`src/hw/rtl/dprt_pkg.sv`:
```
// Shared widths, constants, codes and control/status types of the dosing pump run timer.
package dprt_pkg;

	localparam int unsigned FUNC_W     = 2;
	localparam int unsigned VOL_W      = 24;
	localparam int unsigned MS_W       = 24;
	localparam int unsigned FLOW_W     = 20;
	localparam int unsigned SEC_W      = 15;
	localparam int unsigned SUBMS_W    = 10;
	localparam int unsigned PROD_W     = MS_W + FLOW_W;
	localparam int unsigned CFG_IDX_W  = 1;
	localparam int unsigned CFG_DATA_W = FLOW_W;

	localparam logic [MS_W-1:0]    MAX_RUN_MS  = MS_W'(600000);
	localparam logic [MS_W-1:0]    MIN_DOSE_MS = MS_W'(200);
	localparam logic [MS_W-1:0]    MS_SAT      = {MS_W{1'b1}};
	localparam logic [VOL_W-1:0]   VOL_SAT     = {VOL_W{1'b1}};
	localparam logic [FLOW_W-1:0]  MS_PER_S    = FLOW_W'(1000);
	localparam logic [SUBMS_W-1:0] SUBMS_LAST  = SUBMS_W'(999);

	typedef enum logic [FUNC_W-1:0] {
		FUNC_TICK  = 2'd0,
		FUNC_DOSE  = 2'd1,
		FUNC_TIMED = 2'd2,
		FUNC_STOP  = 2'd3
	} func_t;

	typedef enum logic [CFG_IDX_W-1:0] {
		REG_FLOW_RATE         = 1'b0,
		REG_RELAY_ACTIVE_HIGH = 1'b1
	} cfg_idx_t;

	typedef enum logic [1:0] {
		OP_DOSE  = 2'd0,
		OP_TIMED = 2'd1,
		OP_LIVE  = 2'd2
	} op_t;

	typedef struct packed {
		logic load;
		logic tick;
		logic mul;
		logic div_start;
		logic begin_run;
		logic live;
		logic halt;
		logic out_load;
		logic accepted;
		logic finished;
		op_t  op;
	} dprt_cmd_t;

	typedef struct packed {
		func_t func;
		logic  running;
		logic  dv_zero;
		logic  rd_zero;
		logic  flow_zero;
		logic  reached;
		logic  div_done;
	} dprt_sts_t;

endpackage

```
`src/hw/rtl/dprt_ctrl.sv`:
```
// Sequencing state machine of the dosing pump run timer.
module dprt_ctrl
	import dprt_pkg::*;
(
	input  logic      clk,
	input  logic      arst_n,
	input  logic      in_valid,
	output logic      in_ready,
	output logic      out_valid,
	input  logic      out_ready,
	input  dprt_sts_t sts,
	output dprt_cmd_t cmd
);

	typedef enum logic [2:0] {
		S_IDLE,
		S_EXEC,
		S_TCHK,
		S_MUL,
		S_DIVGO,
		S_DIVWAIT,
		S_FINISH,
		S_OUT
	} state_t;

	state_t state_q;
	op_t    op_q;
	logic   acc_q;
	logic   fin_q;
	logic   halt_q;
	logic   out_valid_q;
	logic   out_free;

	assign out_free  = !out_valid_q || out_ready;
	assign in_ready  = (state_q == S_IDLE);
	assign out_valid = out_valid_q;

	always_comb begin
		cmd           = '0;
		cmd.op        = op_q;
		cmd.accepted  = acc_q;
		cmd.finished  = fin_q;
		cmd.halt      = halt_q;
		cmd.load      = (state_q == S_IDLE) && in_valid;
		cmd.tick      = (state_q == S_EXEC) && (sts.func == FUNC_TICK) && sts.running;
		cmd.mul       = (state_q == S_MUL);
		cmd.div_start = (state_q == S_DIVGO);
		cmd.begin_run = (state_q == S_FINISH) && (op_q != OP_LIVE);
		cmd.live      = (state_q == S_FINISH) && (op_q == OP_LIVE);
		cmd.out_load  = (state_q == S_OUT) && out_free;
	end

	always_ff @(posedge clk or negedge arst_n) begin
		if (!arst_n) begin
			state_q     <= S_IDLE;
			op_q        <= OP_LIVE;
			acc_q       <= 1'b0;
			fin_q       <= 1'b0;
			halt_q      <= 1'b0;
			out_valid_q <= 1'b0;
		end else begin
			if ((state_q == S_OUT) && out_free) begin
				out_valid_q <= 1'b1;
			end else if (out_ready) begin
				out_valid_q <= 1'b0;
			end
			unique case (state_q)
				S_IDLE: begin
					if (in_valid) begin
						acc_q   <= 1'b0;
						fin_q   <= 1'b0;
						halt_q  <= 1'b0;
						op_q    <= OP_LIVE;
						state_q <= S_EXEC;
					end
				end
				S_EXEC: begin
					unique case (sts.func)
						FUNC_TICK: begin
							state_q <= sts.running ? S_TCHK : S_OUT;
						end
						FUNC_DOSE: begin
							if (!sts.running && !sts.dv_zero && !sts.flow_zero) begin
								op_q    <= OP_DOSE;
								state_q <= S_MUL;
							end else begin
								state_q <= sts.running ? S_MUL : S_OUT;
							end
						end
						FUNC_TIMED: begin
							if (!sts.running && !sts.rd_zero) begin
								op_q    <= OP_TIMED;
								state_q <= S_MUL;
							end else begin
								state_q <= sts.running ? S_MUL : S_OUT;
							end
						end
						FUNC_STOP: begin
							halt_q  <= sts.running;
							state_q <= sts.running ? S_MUL : S_OUT;
						end
						default: state_q <= S_OUT;
					endcase
				end
				S_TCHK: begin
					halt_q  <= sts.reached;
					fin_q   <= sts.reached;
					state_q <= S_MUL;
				end
				S_MUL:     state_q <= S_DIVGO;
				S_DIVGO:   state_q <= S_DIVWAIT;
				S_DIVWAIT: begin
					if (sts.div_done) begin
						state_q <= S_FINISH;
					end
				end
				S_FINISH: begin
					if (op_q == OP_LIVE) begin
						state_q <= S_OUT;
					end else begin
						// new run: follow up with its live volume
						acc_q   <= 1'b1;
						op_q    <= OP_LIVE;
						state_q <= S_MUL;
					end
				end
				S_OUT: begin
					if (out_free) begin
						state_q <= S_IDLE;
					end
				end
				default: state_q <= S_IDLE;
			endcase
		end
	end

endmodule

```
`config.mk`:
```
export PLATFORM = sky130hd
export DESIGN_NAME = dprt_ctrl
export DESIGN_NICKNAME = d
export VERILOG_FILES = /design/src/hw/rtl/dprt_pkg.sv /design/src/hw/rtl/dprt_ctrl.sv
export SDC_FILE = /design/constraint.sdc
export NUM_CORES = 1
export LEC_CHECK = 0
export BUFFER_PORTS_ARGS = -buffer_cell sky130_fd_sc_hd__buf_2
export CORE_MARGIN = 2
export CORE_UTILIZATION = 40
export DETAILED_ROUTE_END_ITERATION = 8
export GPL_TIMING_DRIVEN = 0
export PLACE_DENSITY = 0.69
export SETUP_SLACK_MARGIN = 0.02
export SLEW_MARGIN = 0
export SYNTH_ARGS = -nofsm -noshare
export SYNTH_HDL_FRONTEND = slang
export SYNTH_SLANG_ARGS = --single-unit
```
`constraint.sdc`:
```
create_clock -name clk -period 2.5 [get_ports clk]
set_input_delay 0.5 -clock clk [delete_from_list [all_inputs] [get_ports clk]]
set_output_delay 0.5 -clock clk [all_outputs]
set_load 0.1 [all_outputs]
```
# Word-level counts from Yosys, hierarchy flattened

Cells that the tools add are included.

Output and inout bits: 14
Register bits: 9
Input port bits: 12
Word-level logic and storage cells: 77

Mux-type cells: 24
Equality and inequality tests: 20
Reductions and logical operators: 27

Operators by type and width:

| kind               | number |
|---|---|
| $mux 3             | 8 |
| $pmux 3 s8         | 1 |
| $eq 3x3->1 const B | 4 |
| $pmux 3 s4         | 1 |
| $ne 2x2->1 const B | 5 |
| $logic_and 1x1->1  | 9 |
| $reduce_and 3->1   | 3 |
| $mux 2             | 4 |
| $eq 2x2->1 const B | 3 |
| $eq 3x2->1 const B | 2 |
| $ne 3x3->1 const B | 2 |
| $pmux 2 s3         | 1 |
| $reduce_and 6->1   | 1 |
| $reduce_bool 2->1  | 3 |
| $reduce_bool 3->1  | 2 |
| $logic_not 1->1    | 5 |
| $mux 1             | 5 |
| $pmux 1 s2         | 2 |
| $pmux 2 s2         | 1 |
| $eq 3x1->1 const B | 1 |
| $logic_not 3->1    | 1 |
| $ne 3x1->1 const B | 1 |
| $pmux 1 s3         | 1 |
| $eq 2x1->1 const B | 1 |
| other kinds (4)    | 4 |

# Logic depth before layout (Yosys ltp)

Depth in word-level cells: 6
Gate-level depth with buffers: 6
Depth with buffers taken out: 4

# Least setup slack after synthesis

OpenSTA, ideal clock, no wires.

Path kind: flip-flop to output port
Start point: reg state_q[1]
End point: out cmd[11] in the netlist's numbering
Path slack: -1.785 ns
Required time: 2.000 ns
Stages on the path, launching flop included: 5
Data arrival time: 3.785 ns
Path buffers: 2
Cells stage by stage: dfrtp_1 > buf_4 > clkbuf_1 > nor3_1 > and2_1

RTL lines:

| what                   | RTL line        | text |
|---|---|---|
| from (decl)            | dprt_ctrl.sv:26 | `state_t state_q;` |
| from (signal assigned) | dprt_ctrl.sv:80 | `state_q <= sts.running ? S_TCHK : S_OUT;` |
| from (signal assigned) | dprt_ctrl.sv:87 | `state_q <= sts.running ? S_MUL : S_OUT;` |
| from (signal assigned) | dprt_ctrl.sv:95 | `state_q <= sts.running ? S_MUL : S_OUT;` |
| to (decl)              | dprt_ctrl.sv:12 | `output dprt_cmd_t cmd` |

==> impl_metrics.py <==
metrics = {
    "route": {
        "drc": 0,
        "firstDrtPassIters": 4,
        "antenna_left": 0,
        "drt_iter0_markers": 7,
        "vias": 616,
        "routed_wl_mm": 1.324,
        "routed_via_density": 5.176,
        "avgRoutedWirePerCell_um": 11.13,
    },
    "yosys": {
        "syn_inst": 74,
        "yosys_register_bits": 9,
        "synth_compound_area_share_pct": 22.06,
        "async_flop_share_pct": 100.0,
        "yosysUniqueCellTypes": 32,
        "yosys_most_used_dff": "dfrtp_1",
        "ys_seq_area_share_pct": 36.64,
        "yosys.area_share.simple_pct": 29.35,
        "synth-edff-count": 0,
        "synth_top_family_by_area": "simple AND/OR/NAND/NOR gates",
        "syn_nets": 86,
        "netlist_area_um2": 618.1,
        "syn_area_per_cell_um2": 8.353,
        "synth_fa_ha_area_share_pct": 0,
        "synthMuxAreaShare_pct": 1.822,
        "synth-xor-area-share_pct": 1.417,
        "yosys_warnings": 0,
    },
    "layout": {
        "fin_nets": 116,
        "num_antenna_cells": 0,
        "layout-drive-gt1-share_pct": 43.69,
        "layout_commonest_cell": "buf_2",
        "final_cell_mix": "buf_2, nand2_1, dfrtp_1, nor2_1, o21ai_0",
        "multiInputGateArea_um2": 364.1,
        "fillers": 147,
        "regArea_um2": 226.5,
        "utilization_pct": 55.61,
        "syn2layout_area_growth_pct": 32.39,
    },
    "floorplan": {
        "dieHeight_um": 43.31,
        "pin_count": 26,
        "die_w_um": 43.31,
        "start_util_pct": 42.01,
        "rows": 14,
        "design.core.area_um2": 1471,
        "die_area_um2": 1876,
    },
    "critical_path": {
        "path_buf_inv": 3,
        "critPathMaxStageDelay_ns": 0.45,
        "cp-end-kind": "primary output",
        "crit_required_ns": 2.00,
        "path_delay_family": "buffers and inverters",
        "crit_fanout": 10,
        "critPathKind": "register to primary output",
        "path_cells": "buf_4 > clkbuf_1 > nand2_1 > nor2_1 > buf_2",
        "worstSetupStartpointType": "register",
        "cp.arrival_ns": 1.84,
        "crit_slowest_cell": "buf_2",
    },
    "clocking": {
        "post_cts_buffers": 0,
        "cts.clk_slew.worst_paths_ns": 0.06,
        "cts_max_level": 1,
        "cts_buffers": 3,
        "cts_tree": "built",
        "cts_root_buf": "clkbuf_4",
        "clock-sinks": 9,
        "clkLatencyLatePin_ns": 0.26,
        "ctsLongestPathBuffers": 2,
    },
    "sta": {
        "max_freq_mhz": 428.2,
        "finalHoldViolCount": 0,
        "max-slew-margin-rel_pct": 67.58,
        "finalMaxSlewViolations": 0,
        "min_period_over_period_pct": 93.41,
        "tightest_slew_ns": 0.4897,
        "skew_ns": 0.002245,
        "fin_crit_ns": 2.335,
        "rsz0062_at_grt": "false",
        "setup_viol": 0,
    },
    "global_route": {
        "grt_pass1_vias": 539,
        "grt_overflow": 0,
        "grt_antenna_before_repair": 0,
        "grt_start_max_net_pins": 11,
        "grt_pass1_wl_mm": 2.235,
        "grt.total_usage_pct": 15.58,
    },
    "outcome": {
        "status": "completed",
    },
    "place": {
        "gp_congestion": 0.7530,
        "hpwl_mm": 1.060,
        "io_buffers": 25,
    },
    "run": {
        "max-cap-violations": 0,
    },
    "hold_path": {
        "hold_class": "input pin to asynchronous set/reset pin",
    },
}
==> sequential cells by signal (all words and copies together), names as in the netlist <==
| register | count |
|---|---|
| acc_q | 1 |
| fin_q | 1 |
| halt_q | 1 |
| op_q | 2 |
| out_valid | 1 |
| state_q | 3 |
==> repair_timing <==
| action | 4_1_cts | 5_1_grt |
|---|---|---|
| hold buffers | 0 | 0 |
| endpoints found under the setup margin | 0 | 1 |
| gates resized for setup | 0 | 1 |
==> layer usage <==
layer	share of wire (%)	vias to the layer above	track usage, %
met5	0	-	0
met2	46	16	23.88
met4	0	0	7.273
met1	50	285	22.16
li1	-	315	-
met3	3.9	0	1.277
==> cells by family after synthesis <==
group | count (synthesis)
AOI/OAI and AO/OA | 18
xor gates and xnor gates | 1
and+or+nand+nor | 35
buffers and inverters | 10
muxes | 1
DFF | 9
==> worst paths after layout <==
kind	endpoint	from	slack, ns	cells after the start
setup reg to reg	state_q[2]$_DFFE_PN0P_	state_q[1]$_DFFE_PN0P_	1.04	5
max in group asynchronous	op_q[1]$_DFFE_PN1P_	arst_n	2.17	1
setup / recovery	cmd[9]	state_q[1]$_DFFE_PN0P_	0.16	5
hold / removal	acc_q$_DFFE_PN0P_	arst_n	0.09	1
min in group clk	out_valid$_DFFE_PN0P_	out_ready	0.44	2
hold reg to reg	fin_q$_DFFE_PN0P_	fin_q$_DFFE_PN0P_	0.51	1
==> metrics by stage <==
stage	area (µm²)	std cells	setup TNS (ns)	hold slack (ns)	setup WS [ns]
floorplan	644.4	74	-0.9826	0.2044	-0.8542
global placement	789.5	115	0	0.3643	0.4132
detailed placement	789.5	115	0	0.3628	0.4073
CTS	815.8	119	0	0.08268	0.1196
global route	818.3	119	0	0.08627	0.04539
finish	818.3	119	0	0.08556	0.1648
==> area by class of cell <==
type	count	area share [%]
multi-input combinational	55	44.50
sequential	9	27.68
timing repair buffer	25	15.60
buffer	7	5.199
clock buffer	4	3.211
tap	16	2.446
inverter	3	1.376
==> cell usage after synthesis (2+ instances only) <==
cell type	count	share of area [%]
nand2_1	10	6.1
nor2_1	10	6.1
dfrtp_1	8	32
o21ai_0	6	4.9
a21oi_1	4	3.2
buf_4	4	4.9
inv_1	3	1.8
nand3_1	3	2.4
clkbuf_1	2	1.2
nor2b_1	2	2.0
Power is not shown: default switching activity piles up to over one toggle a cycle in this logic, so the estimate is an artifact.
