===== config.mk =====
export PLATFORM = sky130hd
export DESIGN_NAME = dprt_dp
export DESIGN_NICKNAME = d
export VERILOG_FILES = /design/src/hw/rtl/dprt_pkg.sv /design/src/hw/rtl/dprt_div.sv /design/src/hw/rtl/dprt_dp.sv
export SDC_FILE = /design/constraint.sdc
export NUM_CORES = 2
export LEC_CHECK = 0
export ABC_CLOCK_PERIOD_IN_PS = 13400
export BUFFER_PORTS_ARGS = -buffer_cell sky130_fd_sc_hd__buf_2
export CORE_ASPECT_RATIO = 1.75
export CORE_MARGIN = 5
export CORE_UTILIZATION = 40
export DETAILED_ROUTE_END_ITERATION = 10
export SYNTH_ARGS = -nofsm -noshare
export SYNTH_HDL_FRONTEND = slang
export SYNTH_SLANG_ARGS = --single-unit

===== constraint.sdc =====
create_clock -name clk -period 13.4 [get_ports clk]
set_input_delay 0.67 -clock clk [delete_from_list [all_inputs] [get_ports clk]]
set_output_delay 0.67 -clock clk [all_outputs]
set_load 0.05 [all_outputs]

===== src/hw/rtl/dprt_pkg.sv =====
// Shared widths, constants, codes and control/status types of the dosing pump run timer.
package dprt_pkg;

	localparam int unsigned FUNC_W     = 2;
	localparam int unsigned VOL_W      = 24;
	localparam int unsigned MS_W       = 24;
	localparam int unsigned FLOW_W     = 20;
	localparam int unsigned SEC_W      = 15;
	localparam int unsigned SUBMS_W    = 10;
	localparam int unsigned PROD_W     = MS_W + FLOW_W;
	localparam int unsigned CFG_IDX_W  = 1;
	localparam int unsigned CFG_DATA_W = FLOW_W;

	localparam logic [MS_W-1:0]    MAX_RUN_MS  = MS_W'(600000);
	localparam logic [MS_W-1:0]    MIN_DOSE_MS = MS_W'(200);
	localparam logic [MS_W-1:0]    MS_SAT      = {MS_W{1'b1}};
	localparam logic [VOL_W-1:0]   VOL_SAT     = {VOL_W{1'b1}};
	localparam logic [FLOW_W-1:0]  MS_PER_S    = FLOW_W'(1000);
	localparam logic [SUBMS_W-1:0] SUBMS_LAST  = SUBMS_W'(999);

	typedef enum logic [FUNC_W-1:0] {
		FUNC_TICK  = 2'd0,
		FUNC_DOSE  = 2'd1,
		FUNC_TIMED = 2'd2,
		FUNC_STOP  = 2'd3
	} func_t;

	typedef enum logic [CFG_IDX_W-1:0] {
		REG_FLOW_RATE         = 1'b0,
		REG_RELAY_ACTIVE_HIGH = 1'b1
	} cfg_idx_t;

	typedef enum logic [1:0] {
		OP_DOSE  = 2'd0,
		OP_TIMED = 2'd1,
		OP_LIVE  = 2'd2
	} op_t;

	typedef struct packed {
		logic load;
		logic tick;
		logic mul;
		logic div_start;
		logic begin_run;
		logic live;
		logic halt;
		logic out_load;
		logic accepted;
		logic finished;
		op_t  op;
	} dprt_cmd_t;

	typedef struct packed {
		func_t func;
		logic  running;
		logic  dv_zero;
		logic  rd_zero;
		logic  flow_zero;
		logic  reached;
		logic  div_done;
	} dprt_sts_t;

endpackage


===== src/hw/rtl/dprt_div.sv =====
// Restoring divider, one quotient bit per cycle.
module dprt_div
	import dprt_pkg::*;
#(
	parameter int unsigned DVD_W = PROD_W,
	parameter int unsigned DSR_W = FLOW_W
) (
	input  logic             clk,
	input  logic             arst_n,
	input  logic             start,
	input  logic [DVD_W-1:0] dividend,
	input  logic [DSR_W-1:0] divisor,
	output logic             done,
	output logic [DVD_W-1:0] quotient
);

	localparam int unsigned CNT_W = $clog2(DVD_W + 1);

	logic [DVD_W-1:0] quot_q;
	logic [DSR_W-1:0] rem_q;
	logic [DSR_W-1:0] dsr_q;
	logic [CNT_W-1:0] cnt_q;
	logic             busy_q;
	logic             done_q;
	logic [DSR_W:0]   rem_sh;
	logic [DSR_W:0]   rem_sub;
	logic             ge;

	always_comb begin
		rem_sh  = {rem_q, quot_q[DVD_W-1]};
		ge      = rem_sh >= {1'b0, dsr_q};
		rem_sub = rem_sh - {1'b0, dsr_q};
	end

	always_ff @(posedge clk or negedge arst_n) begin
		if (!arst_n) begin
			busy_q <= 1'b0;
			done_q <= 1'b0;
			cnt_q  <= '0;
		end else begin
			done_q <= 1'b0;
			if (start) begin
				busy_q <= 1'b1;
				cnt_q  <= CNT_W'(DVD_W);
			end else if (busy_q) begin
				cnt_q <= cnt_q - CNT_W'(1);
				if (cnt_q == CNT_W'(1)) begin
					busy_q <= 1'b0;
					done_q <= 1'b1;
				end
			end
		end
	end

	always_ff @(posedge clk) begin
		if (start) begin
			quot_q <= dividend;
			rem_q  <= '0;
			dsr_q  <= divisor;
		end else if (busy_q) begin
			quot_q <= {quot_q[DVD_W-2:0], ge};
			rem_q  <= ge ? rem_sub[DSR_W-1:0] : rem_sh[DSR_W-1:0];
		end
	end

	assign done     = done_q;
	assign quotient = quot_q;

endmodule


===== src/hw/rtl/dprt_dp.sv =====
// Datapath: run state, configuration, shared multiplier and divider, result word.
module dprt_dp
	import dprt_pkg::*;
#(
	parameter logic [MS_W-1:0] RUN_MS_MAX  = MAX_RUN_MS,
	parameter logic [MS_W-1:0] DOSE_MS_MIN = MIN_DOSE_MS
) (
	input  logic                  clk,
	input  logic                  arst_n,
	input  dprt_cmd_t             cmd,
	output dprt_sts_t             sts,
	input  logic [FUNC_W-1:0]     in_func,
	input  logic [VOL_W-1:0]      in_dose_volume,
	input  logic [MS_W-1:0]       in_run_duration,
	input  logic                  cfg_we,
	input  logic [CFG_IDX_W-1:0]  cfg_index,
	input  logic [CFG_DATA_W-1:0] cfg_data,
	output logic                  relay_level,
	output logic                  pump_running,
	output logic                  start_accepted,
	output logic                  run_finished,
	output logic [VOL_W-1:0]      volume_done,
	output logic [SEC_W-1:0]      run_seconds
);

	logic [FLOW_W-1:0]  flow_q;
	logic               rah_q;
	func_t              func_q;
	logic [VOL_W-1:0]   dv_q;
	logic [MS_W-1:0]    rd_q;
	logic               running_q;
	logic [MS_W-1:0]    elapsed_q;
	logic [SUBMS_W-1:0] subms_q;
	logic [SEC_W-1:0]   secs_q;
	logic [MS_W-1:0]    target_ms_q;
	logic [VOL_W-1:0]   target_vol_q;
	logic [VOL_W-1:0]   delivered_q;
	logic [VOL_W-1:0]   live_q;
	logic [PROD_W-1:0]  prod_s1;

	logic               relay_q;
	logic               pump_running_q;
	logic               accepted_q;
	logic               finished_q;
	logic [VOL_W-1:0]   volume_q;
	logic [SEC_W-1:0]   seconds_q;

	logic [MS_W-1:0]    mul_a;
	logic [FLOW_W-1:0]  mul_b;
	logic [FLOW_W-1:0]  div_dsr;
	logic               div_done;
	logic [PROD_W-1:0]  quot;
	logic [PROD_W-1:0]  dose_lo;
	logic [MS_W-1:0]    dose_ms;
	logic [MS_W-1:0]    timed_ms;
	logic [VOL_W-1:0]   timed_vol;
	logic [VOL_W-1:0]   live_vol;

	always_comb begin
		unique case (cmd.op)
			OP_DOSE: begin
				mul_a   = dv_q;
				mul_b   = MS_PER_S;
				div_dsr = flow_q;
			end
			OP_TIMED: begin
				mul_a   = rd_q;
				mul_b   = flow_q;
				div_dsr = MS_PER_S;
			end
			default: begin
				mul_a   = (elapsed_q > target_ms_q) ? target_ms_q : elapsed_q;
				mul_b   = flow_q;
				div_dsr = MS_PER_S;
			end
		endcase
	end

	dprt_div #(
		.DVD_W(PROD_W),
		.DSR_W(FLOW_W)
	) u_div (
		.clk     (clk),
		.arst_n  (arst_n),
		.start   (cmd.div_start),
		.dividend(prod_s1),
		.divisor (div_dsr),
		.done    (div_done),
		.quotient(quot)
	);

	always_comb begin
		dose_lo   = (quot < PROD_W'(DOSE_MS_MIN)) ? PROD_W'(DOSE_MS_MIN) : quot;
		dose_ms   = (dose_lo > PROD_W'(RUN_MS_MAX)) ? RUN_MS_MAX : dose_lo[MS_W-1:0];
		timed_ms  = (rd_q > RUN_MS_MAX) ? RUN_MS_MAX : rd_q;
		timed_vol = (quot > PROD_W'(VOL_SAT)) ? VOL_SAT : quot[VOL_W-1:0];
		live_vol  = (quot > PROD_W'(target_vol_q)) ? target_vol_q : quot[VOL_W-1:0];
	end

	always_comb begin
		sts.func      = func_q;
		sts.running   = running_q;
		sts.dv_zero   = (dv_q == '0);
		sts.rd_zero   = (rd_q == '0);
		sts.flow_zero = (flow_q == '0);
		sts.reached   = (elapsed_q >= target_ms_q);
		sts.div_done  = div_done;
	end

	always_ff @(posedge clk or negedge arst_n) begin
		if (!arst_n) begin
			flow_q       <= '0;
			rah_q        <= 1'b0;
			running_q    <= 1'b0;
			elapsed_q    <= '0;
			subms_q      <= '0;
			secs_q       <= '0;
			target_ms_q  <= '0;
			target_vol_q <= '0;
			delivered_q  <= '0;
		end else begin
			if (cfg_we) begin
				unique case (cfg_idx_t'(cfg_index))
					REG_FLOW_RATE:         flow_q <= cfg_data;
					REG_RELAY_ACTIVE_HIGH: rah_q  <= cfg_data[0];
					default:               flow_q <= flow_q;
				endcase
			end
			if (cmd.tick && (elapsed_q != MS_SAT)) begin
				elapsed_q <= elapsed_q + MS_W'(1);
				if (subms_q == SUBMS_LAST) begin
					subms_q <= '0;
					secs_q  <= secs_q + SEC_W'(1);
				end else begin
					subms_q <= subms_q + SUBMS_W'(1);
				end
			end
			if (cmd.begin_run) begin
				target_ms_q  <= (cmd.op == OP_DOSE) ? dose_ms : timed_ms;
				target_vol_q <= (cmd.op == OP_DOSE) ? dv_q : timed_vol;
				delivered_q  <= '0;
				elapsed_q    <= '0;
				subms_q      <= '0;
				secs_q       <= '0;
				running_q    <= 1'b1;
			end
			if (cmd.live && cmd.halt) begin
				delivered_q <= live_vol;
				running_q   <= 1'b0;
			end
		end
	end

	always_ff @(posedge clk) begin
		if (cmd.load) begin
			func_q <= func_t'(in_func);
			dv_q   <= in_dose_volume;
			rd_q   <= in_run_duration;
		end
		if (cmd.mul) begin
			prod_s1 <= PROD_W'(mul_a) * PROD_W'(mul_b);
		end
		if (cmd.live) begin
			live_q <= live_vol;
		end
		if (cmd.out_load) begin
			relay_q        <= running_q ? rah_q : !rah_q;
			pump_running_q <= running_q;
			accepted_q     <= cmd.accepted;
			finished_q     <= cmd.finished;
			volume_q       <= running_q ? live_q : delivered_q;
			seconds_q      <= running_q ? secs_q : '0;
		end
	end

	assign relay_level    = relay_q;
	assign pump_running   = pump_running_q;
	assign start_accepted = accepted_q;
	assign run_finished   = finished_q;
	assign volume_done    = volume_q;
	assign run_seconds    = seconds_q;

endmodule


# Word level (Yosys, flattened, before mapping)
# Index checks and enable logic that the tools add are counted.
[classes]
n_addsub = 5
n_mul = 1
magnitude_cmp = 8
n_eq_ne = 4
mux = 35
n_bitwise = 1
n_reduce_logical = 14
[op_table]
columns = ["op", "count"]
rows = [
  ["$mux 24", 12],
  ["$mux 44", 3],
  ["$logic_not 24->1", 2],
  ["$pmux 24 s2", 1],
  ["$mux 15", 3],
  ["$gt 44x20->1 const B", 1],
  ["$gt 44x24->1", 1],
  ["$gt 44x24->1 const B", 1],
  ["$lt 44x8->1 const B", 1],
  ["$mul 24x20->44", 1],
  ["$mux 20", 2],
  ["$mux 10", 3],
  ["$add 24x1->24 const B", 1],
  ["$ge 24x24->1", 1],
  ["$gt 24x20->1 const B", 1],
  ["$gt 24x24->1", 1],
  ["$ne 24x24->1 const B", 1],
  ["$ge 21x20->1", 1],
  ["$logic_not 20->1", 1],
  ["$sub 20x20->20", 1],
  ["$add 15x1->15 const B", 1],
  ["$mux 6", 2],
  ["$add 10x1->10 const B", 1],
  ["$eq 10x10->1 const B", 1],
  ["other kinds (10)", 24],
]
[totals]
register_bits = 396
inputBits = 86
out_inout_bits = 51
elab_cells = 94

# Logic depth before layout (Yosys ltp)
[depth]
ltp_word = 5
depth_mapped = 39
depth_no_buf = 35

# Cells and area by module
# From an unflattened synthesis, not the netlist that was laid out.
[unflattened]
cells_unflattened = 3456
hier_area_um2 = 34779.6
[modules_own_cells]
columns = ["mod", "instances", "cells_per_inst", "area_each_um2", "seq_area_each_um2"]
rows = [
  ["dprt_dp", 1, 3019, 29821.1, 8413.1],
  ["dprt_div", 1, 437, 4958.5, 2522.4],
]

# Worst setup path before layout
# OpenSTA, ideal clock, no wires.
[synth_path]
kind = "register -> register"
startpoint = "register elapsed_q[10]"
endpoint = "register prod_s1[41] (data pin)"
setup_ns = 0.274
arrival_ns = 8.432
t_required_ns = 13.126
path_slack_ns = 4.695
path_stages_with_launch = 36
n_path_buf = 2
period_less_slack_ns = 8.705
path_cell_list = "dfrtp_1 ha_1 nand2_1 nor2_1 and3_1 o21ai_0 a21oi_1 o21ai_1 a21oi_2 buf_2 mux2_2 buf_2 nor3_1 fa_1 fa_1 inv_1 fa_1 inv_1 fa_1 inv_1 fa_1 inv_1 fa_1 inv_1 fa_1 inv_1 ha_1 and2_1 a221oi_1 o31a_1 a22oi_1 o2bb2ai_1 a211oi_1 nand2_1 mux2_2 o2111ai_1"
[synth_between]
elab_chain_cells = 4
[synth_rtl]
columns = ["item", "line_no", "text"]
rows = [
  ["from (decl)", "dprt_dp.sv:32", "logic [MS_W-1:0] elapsed_q;"],
  ["from (signal assigned)", "dprt_dp.sv:130", "elapsed_q <= elapsed_q + MS_W'(1);"],
  ["$gt 24x24->1", "dprt_dp.sv:72", "mul_a = (elapsed_q > target_ms_q) ? target_ms_q : elapsed_q;"],
  ["$mux 24 (*)", "dprt_dp.sv:72", ""],
  ["$pmux 24 s2 (*)", "dprt_dp.sv:60", "unique case (cmd.op)"],
  ["$mul 24x20->44 (*)", "dprt_dp.sv:161", "prod_s1 <= PROD_W'(mul_a) * PROD_W'(mul_b);"],
  ["to (signal assigned)", "dprt_dp.sv:161", ""],
  ["to (decl)", "dprt_dp.sv:39", "logic [PROD_W-1:0] prod_s1;"],
]
# Mark *: on every way between the ends. The rest lies on a longest branch, timed or not.
# A chain may end at the register's enable or synchronous reset.

# Worst setup path after layout
[layout_path]
startpoint = "register elapsed_q[9]"
endpoint = "register prod_s1[42] (data pin)"
# The elaborated chain is that of the path after synthesis.

==> metrics.yaml <==
floorplan:
  top_level_ports: 137
  die_w_um: 236
  die_y_um: 405
  die_area_mm2: 0.0954
  rows: 144
  coreArea_mm2: 0.0883
  start_util: 0.404
cells_and_area:
  layout.nets: 4276
  layout-drive-gt1-share: 0.126
  fin_cells: 4774
  syn2layout_area_growth_pct: 9.73
  ff_latch_area_mm2: 0.0109
  multi_input_area_mm2: 0.0221
  num-fill-cells: 8501
sta:
  worst_slew_pin_slew_ns: 1.27
  skew_ns: 0.0354
  clock.fmax_mhz: 100
  final-max-slew-violation-count: 0
  period_share: 0.743
  finalHoldViolations: 0
  setup-violations-final: 0
  fin_crit_ns: 9.96
  setup_tns_ns: 0
  relSlewSlack: 0.142
  rsz0062_at_grt: "no"
  setup_ws_ns: 3.44
critical_path:
  critPathLaunchType: "flip-flop"
  path_class: "reg2reg"
  critPathSlowestCell: "fa_1"
  r2r-start: "elapsed_q[9]"
  cp_data_required_time_ns: 13.70
  r2r_setup_slack_ns: 3.44
  crit_path_max_fanout: 32
  worst_setup_path_end_kind: "flip-flop"
  r2r_end: "prod_s1[42]"
  slowest_delay_ns: 0.58
  cp_data_arrival_time_ns: 10.26
  cp_common_cell: "fa_1"
  worst_r2r_path_depth: 31
hold_path:
  hold_path_class: "in2async"
logic_synthesis:
  synth.avg_cell_area_um2: 10.2
  synth_flop_cell: "edfxtp_1"
  synth_top_area_cell: "fa_1"
  post_synth_num_cell_types: 71
  yosysWarnings: 0
  async_flop_share: 0.381
  synth_area_leaders: "fa_1 (22%), edfxtp_1 (19%), dfrtp_1 (11%)"
  synth-seq-cells: 396
  synth.net_count: 4210
  mappedNetlistArea_mm2: 0.0356
  synth_edf_count: 225
  ys_seq_area_frac: 0.307
  synth_top_area_frac: 0.221
  syn_inst: 3504
routing:
  drc: 1
  wirelength_mm: 128
  first_pass_iters: 9
  antenna_left: 0
  vias: 28400
  wire_per_inst_um: 26.8
  viasPerCell: 5.94
  dr.first_iter.drc_count: 2515
status:
  violations: "DRC"
  status: "complete, but fails checks"
clocking:
  cts_made_buffers: 39
  ctsResizeCount: 0
  clock-sinks: 396
  cts_tree: "done"
  htree_num_levels: 2
  root_buffer: "clkbuf_16"
  cts.clk_slew.worst_paths_ns: 0.07
  cts_hold_buffers: 0
  cts_buffer_depth: 3
  clkLatencyLatePin_ns: 0.58
  cts_setup_buffers: 0
grt:
  grt_max_degree: 89
  grt_overflow_total: 0
  gr-usage-all-layers: 0.263
  grt_pass1_vias: 29600
  antenna_found_initial: 6
  grt_pass1_wl_mm: 188
placement:
  dp.cells: 4697
  hpwl_mm: 96.9
  place_congestion: 1.03
  port_buffers: 136
  pre_cts_ws_ns: 3.55
run:
  drv_cap: 0
[cells in the final DEF (no fill, tap or decap), types with 20 or more instances in the layout]
cell / netlist / routed
clkbuf_16: 0 / 42
nand3_1: 208 / 208
mux2i_1: 39 / 32
nand2b_1: 22 / 22
nor3_1: 291 / 291
o211ai_1: 29 / 29
buf_4: 6 / 81
nand2_1: 95 / 95
nor4_1: 24 / 24
ha_1: 227 / 227
or3_1: 76 / 76
a211o_1: 24 / 24
and2_1: 50 / 50
a21oi_1: 94 / 94
fa_1: 393 / 393
dfxtp_1: 20 / 20
xnor2_1: 45 / 45
a211oi_1: 50 / 41
a21o_1: 39 / 39
nand4_1: 27 / 27
mux2_2: 135 / 135
nor2b_1: 100 / 100
xor2_1: 44 / 44
dfrtp_1: 151 / 150
nor2_1: 151 / 150
buf_2: 21 / 133
edfxtp_1: 225 / 225
inv_1: 506 / 505
o21ai_0: 97 / 97
[synthesized netlist by cell type, types with 27 or more instances]
master      n
and2_1     50
a211oi_1   50
xnor2_1    45
or3_1      76
nand2_1    95
nor2b_1   100
edfxtp_1  225
a21oi_1    94
nor2_1    151
nand4_1    27
nand3_1   208
fa_1      393
o21ai_0    97
mux2i_1    39
o211ai_1   29
inv_1     506
mux2_2    135
nor3_1    291
clkbuf_1  136
xor2_1     44
a21o_1     39
dfrtp_1   151
ha_1      227
[layer usage]
layer	vias to the layer above	global-route usage	wire length, µm
li1	12100	-	-
met1	14100	0.265	39400
met2	1572	0.467	64400
met4	2	0.228	14500
met3	665	0.0464	9630
met5	-	0	11
[layout make-up]
cell class	count	area share
inverters	506	0.0486
clock buffers	46	0.0278
well taps	1168	0.0374
clock inverters	26	0.00759
flip-flops and latches	396	0.280
diodes	5	0.000320
repair buffers	215	0.0329
multi-input cells	2412	0.566
[critical path: cells and delay by family, from the launching register on]
family | cells | cell delay [ns]
adder cells (fa/ha/maj) | 9 | 4.45
AO/OA/AOI/OAI | 9 | 2.26
AND/OR/NAND/NOR | 7 | 1.21
buffers and inverters | 4 | 0.67
multiplexers | 1 | 0.53
flip-flops | 1 | 0.43
XOR/XNOR | 1 | 0.10
[worst max path at each step]
stage	to	start	cells past startpoint
2_1_floorplan	prod_s1[41]	elapsed_q[10]	35
3_3_place_gp	prod_s1[42]	elapsed_q[10]	31
3_5_place_dp	prod_s1[42]	elapsed_q[9]	31
4_1_cts	prod_s1[42]	elapsed_q[9]	31
5_1_grt	prod_s1[41]	elapsed_q[9]	34
6_report	prod_s1[42]	elapsed_q[9]	31
[metrics by stage]
step                      instance area, µm²   util  hold WS [ns]
after floorplan                        35600      -         0.374
after global placement                 37700  0.427         0.486
after detailed placement               37700  0.427         0.498
after CTS                              39100  0.443        0.0645
after global routing                   39100  0.443        0.0972
final                                  39100  0.443        0.0534
[cell families after synthesis]
group / after synthesis / synth area share
mux: 188 / 0.0581
buf+inv: 696 / 0.0751
simple gates: 1096 / 0.160
fa+ha+maj: 620 / 0.301
xor+xnor: 89 / 0.0219
compound gates: 419 / 0.0774
flops: 396 / 0.307
Power is left out: the tool's default activity adds up to more than one toggle a clock period on the data nets, which glitch-free logic cannot reach.
